$ cat src/hdl/pfs_pkg.sv
// ----------------------------------------------------------------------------
// pfs_pkg
// Shared widths and constants of the prime field S-box triple block.
// ----------------------------------------------------------------------------
package pfs_pkg;

   localparam int ELEM_WIDTH = 32;
   localparam int WIDE_WIDTH = 2 * ELEM_WIDTH;

   localparam logic [ELEM_WIDTH-1:0] RESET_MODULUS = ELEM_WIDTH'(64'd4294967291);

   typedef logic [ELEM_WIDTH-1:0] elem_type;
   typedef logic [WIDE_WIDTH-1:0] wide_type;

endpackage

$ cat src/hdl/pfs_merge.sv
// ----------------------------------------------------------------------------
// pfs_merge
// Combines the reduced lanes into the three outputs and holds the result
// register.
// ----------------------------------------------------------------------------
module pfs_merge (
   input  logic               clock,
   input  logic               enable,
   input  pfs_pkg::elem_type  modulus,
   input  pfs_pkg::elem_type  a_red,
   input  pfs_pkg::elem_type  b_red,
   input  pfs_pkg::elem_type  c_red,
   input  pfs_pkg::elem_type  t_red,
   input  pfs_pkg::elem_type  u_red,
   output pfs_pkg::elem_type  y0_out,
   output pfs_pkg::elem_type  y1_out,
   output pfs_pkg::elem_type  y2_out
);
   import pfs_pkg::*;

   elem_type            y0_ff, y1_ff, y2_ff;
   elem_type            y0_in, y1_in, y2_in;
   logic [ELEM_WIDTH:0] sum1, sum2, diff2;
   elem_type            tc;

   always_comb begin
      sum1 = {1'b0, t_red} + {1'b0, b_red};
      sum2 = {1'b0, t_red} + {1'b0, c_red};
      if (sum2 >= {1'b0, modulus}) begin
         sum2 = sum2 - {1'b0, modulus};
      end
      tc = sum2[ELEM_WIDTH-1:0];
      if (tc >= u_red) begin
         diff2 = {1'b0, tc - u_red};
      end else begin
         diff2 = {1'b0, tc} + {1'b0, modulus} - {1'b0, u_red};
      end
      if (sum1 >= {1'b0, modulus}) begin
         sum1 = sum1 - {1'b0, modulus};
      end
      if (modulus < ELEM_WIDTH'(2)) begin
         y0_in = '0;
         y1_in = '0;
         y2_in = '0;
      end else begin
         y0_in = a_red;
         y1_in = sum1[ELEM_WIDTH-1:0];
         y2_in = diff2[ELEM_WIDTH-1:0];
      end
   end

   always_ff @(posedge clock) begin
      if (enable) begin
         y0_ff <= y0_in;
         y1_ff <= y1_in;
         y2_ff <= y2_in;
      end
   end

   assign y0_out = y0_ff;
   assign y1_out = y1_ff;
   assign y2_out = y2_ff;

endmodule

$ cat config.mk
export PLATFORM = sky130hd
export DESIGN_NAME = pfs_merge
export DESIGN_NICKNAME = d
export VERILOG_FILES = /design/src/hdl/pfs_pkg.sv /design/src/hdl/pfs_merge.sv
export SDC_FILE = /design/constraint.sdc
export NUM_CORES = 1
export LEC_CHECK = 0
export ABC_CLOCK_PERIOD_IN_PS = 12500
export BUFFER_PORTS_ARGS = -buffer_cell sky130_fd_sc_hd__buf_2
export CAP_MARGIN = 25
export CORE_UTILIZATION = 30
export DETAILED_ROUTE_END_ITERATION = 10
export PLACE_DENSITY = 0.48
export SETUP_SLACK_MARGIN = 0.05
export SYNTH_ARGS = -nofsm -noshare
export SYNTH_HDL_FRONTEND = slang
export SYNTH_SLANG_ARGS = --single-unit
$ cat constraint.sdc
create_clock -name clock -period 12.5 [get_ports clock]
set_clock_uncertainty 0.1 [all_clocks]
set_input_delay 2.5 -clock clock [delete_from_list [all_inputs] [get_ports clock]]
set_output_delay 2.5 -clock clock [all_outputs]
set_load 0.1 [all_outputs]
==> flow_summary.json <==
{
  "max_freq_mhz": 87.3,
  "synth_seq_cells": 96,
  "yosysWarnings": 0,
  "critPathKind": "in2reg",
  "hold_class": "in2reg",
  "drc_errors": 0,
  "vias": 13800,
  "worstMarginPinSlew_ns": 0.909,
  "synthSimpleGateAreaFrac_pct": 16.2,
  "grt_max_degree": 66,
  "nets": 2464,
  "cts.clk_slew.worst_paths_ns": 0.08,
  "synthXorXnorAreaFrac_pct": 9.55,
  "gp_congestion": 0.918,
  "outcome": "finished clean",
  "antenna_found_initial": 2,
  "dpl_worst_slack_ns": 0.740,
  "period_minus_slack_ns": 11.45,
  "postCtsSetupRepairBufs": 0,
  "synth-edff-count": 96,
  "setup_viol": 0,
  "grtUsageMet3_pct": 2.91,
  "ios": 290,
  "synth.distinct_cells": 80,
  "power.leakage_nw": 8.27,
  "cap_violations": 0,
  "ys.flop_type": "edfxtp_1",
  "rsz0062_at_grt": "false",
  "start_kind": "input pin",
  "grt-ovfl-total": 0,
  "grtUsageTotal_pct": 19.7,
  "cts_resized": 0,
  "crit_path_top_delay_cell": "o31ai_1",
  "ys_seq_area_share_pct": 19.5,
  "syn_nets": 2191,
  "peakVddDrop_uv": 110,
  "path_common_cell": "o21ai_0",
  "power.density_nw_per_um2": 255,
  "path_max_fanout": 9,
  "htree_levels": 3,
  "required_ns": 12.55,
  "synthesis.area_sq_um": 14800,
  "cts_root_buf": "clkbuf_16",
  "area_growth_syn_to_layout_pct": 17.1,
  "grt_pass1_wl_mm": 76.0,
  "synth-compound-area-share_pct": 24.2,
  "cts_buffers": 9,
  "viasPerCell": 5.10,
  "portBuffers": 289,
  "fin_crit_sh_pct": 91.6,
  "async_reset_ff_share_pct": 0,
  "drive_gt1_share_pct": 17.2,
  "drv_slew": 0,
  "tritoncts": "yes",
  "die-area_sq_um": 50100,
  "setup.worst_path.end_class": "register",
  "drtIter0Drc": 716,
  "row_count": 80,
  "mostFrequentLayoutCells": "buf_2, ha_1, a21oi_1",
  "wirelength_mm": 49.6,
  "cts_max_path_buffers": 2,
  "synthCells": 1768,
  "setup_tns_ns": 0,
  "start_util_pct": 30.7,
  "clock-sinks": 96,
  "place_hpwl_mm": 41.9,
  "fp.dieW_um": 224,
  "synth.avg_cell_area_sq_um": 8.35,
  "synth.mux.area_fraction_pct": 3.86,
  "arrival_ns": 11.50,
  "cts.hold.buffers_added": 0,
  "synth_top_family_by_area": "compound AO/OA/AOI/OAI gates",
  "finish.utilization_pct": 35.9,
  "top_usage_layer": "met2",
  "setup_ws_ns": 1.05,
  "hold_violations": 0,
  "met1_usage_pct": 26.4,
  "maxSlewHeadroom_pct": 39.4,
  "power_mw": 4.42,
  "synth_adder_area_share_pct": 21.2,
  "grt_pass1_vias": 13700,
  "slowest_delay_ns": 0.62,
  "wl_per_cell_um": 18.3,
  "use_met2_pct": 32.3,
  "core-area_sq_um": 48100,
  "antenna_cells": 0,
  "placed_cells": 2684,
  "layout_commonest_cell": "buf_2",
  "die_h_um": 224,
  "dr.pass1.iters": 4,
  "final_antenna_net_count": 0,
  "layout.cells.non_filler": 2702
}
-- metal layers --
metal,part of all wire [%],wire [um],vias to the layer above
met2,45,22100,353
met4,2.8,1410,2
met1,48,23900,6398
li1,-,-,6971
met5,0.026,13,-
met3,4.2,2080,55
-- stage by stage --
stage	area (sq um)	hold slack [ns]
after detailed placement	16900	2.70
after global routing	17300	2.27
after global placement	16900	2.70
after floorplan	14800	2.51
final	17300	2.30
after CTS	17300	2.26
-- state kept, by name (all words and copies together) (netlist names) --
| name | count |
|---|---|
| y1_out | 32 |
| y2_out | 32 |
| y0_out | 32 |
-- Yosys cell counts, types with 4 or more instances --
library cell  instances  area share (%)
a211oi_2              8            0.68
nor4_1               11            0.47
and4_1                6            0.36
xnor2_1             107             6.3
nand3b_1              5            0.25
nand2_1              82             2.1
and3_1               15            0.64
buf_2                12            0.41
a211o_1               9            0.53
a221o_1               4            0.27
nand3_1              31             1.1
fa_1                 36             4.9
nand4_1              27             1.1
o2111ai_1             4            0.24
a41oi_1               4            0.24
nor2b_1              61             2.6
o21bai_1             22             1.1
o211ai_1             13            0.66
or3_1                 6            0.25
inv_1               166             4.2
o21a_1               21             1.1
edfxtp_1             96              20
nand2b_1             21            0.89
a21boi_0              5            0.25
a21oi_1             168             5.7
ha_1                193              16
a21o_1               91             4.6
nor3b_1               5            0.25
a211oi_1             24             1.2
o31ai_1               9            0.46
a31oi_1              20            0.85
mux2i_1              52             3.5
clkbuf_1             21            0.53
xor2_1               54             3.2
and2_1                4            0.17
o21ai_0              91             3.1
or2_2                 6            0.25
nor2_1              166             4.2
o31a_1                4            0.24
nor3_1               29            0.98
-- worst max-delay path, delay by kind of cell --
kind	cells	cell delay [ns]
compound gates	22	5.50
fa+ha+maj	5	2.05
simple gates	6	0.96
xor+xnor	1	0.20
buf+inv	2	0.17
mux	1	0.11
-- path summary, 6_finish.rpt --
path / from / to / slack, ns / depth (start not counted)
worst max-delay path: c_red[0] / y2_out[26]$_SDFFCE_PN0P_ / 1.05 / 37
worst min-delay path: a_red[3] / y0_out[3]$_SDFFCE_PN0P_ / 2.30 / 2
-- cell families (layout without fill, tap and decap cells) --
kind of cell / after synthesis / after routing
AOI/OAI and AO/OA: 540 / 540
DFF: 96 / 96
xor gates and xnor gates: 161 / 161
and+or+nand+nor: 483 / 483
muxes: 56 / 56
buffers and inverters: 203 / 481
adders and majority gates: 229 / 229
-- where the power goes --
part	switching (mW)	leakage (nW)	total, mW	internal (mW)
combinational	2.32	7.18	3.54	1.22
sequential	0.0258	0.939	0.564	0.538
clock	0.166	0.148	0.309	0.143
total	2.51	8.27	4.42	1.90
-- layout make-up --
| type | instances | area, sq um |
|---|---|---|
| Fill cell | 5011 | 30900 |
| Multi-Input combinational cell | 1469 | 11100 |
| Clock buffer | 9 | 225 |
| Inverter | 166 | 623 |
| Timing Repair Buffer | 299 | 1560 |
| Sequential cell | 96 | 2880 |
| Tap cell | 656 | 821 |
| Clock inverter | 7 | 78.8 |
Note: power is estimated with default switching activity, not from simulation.
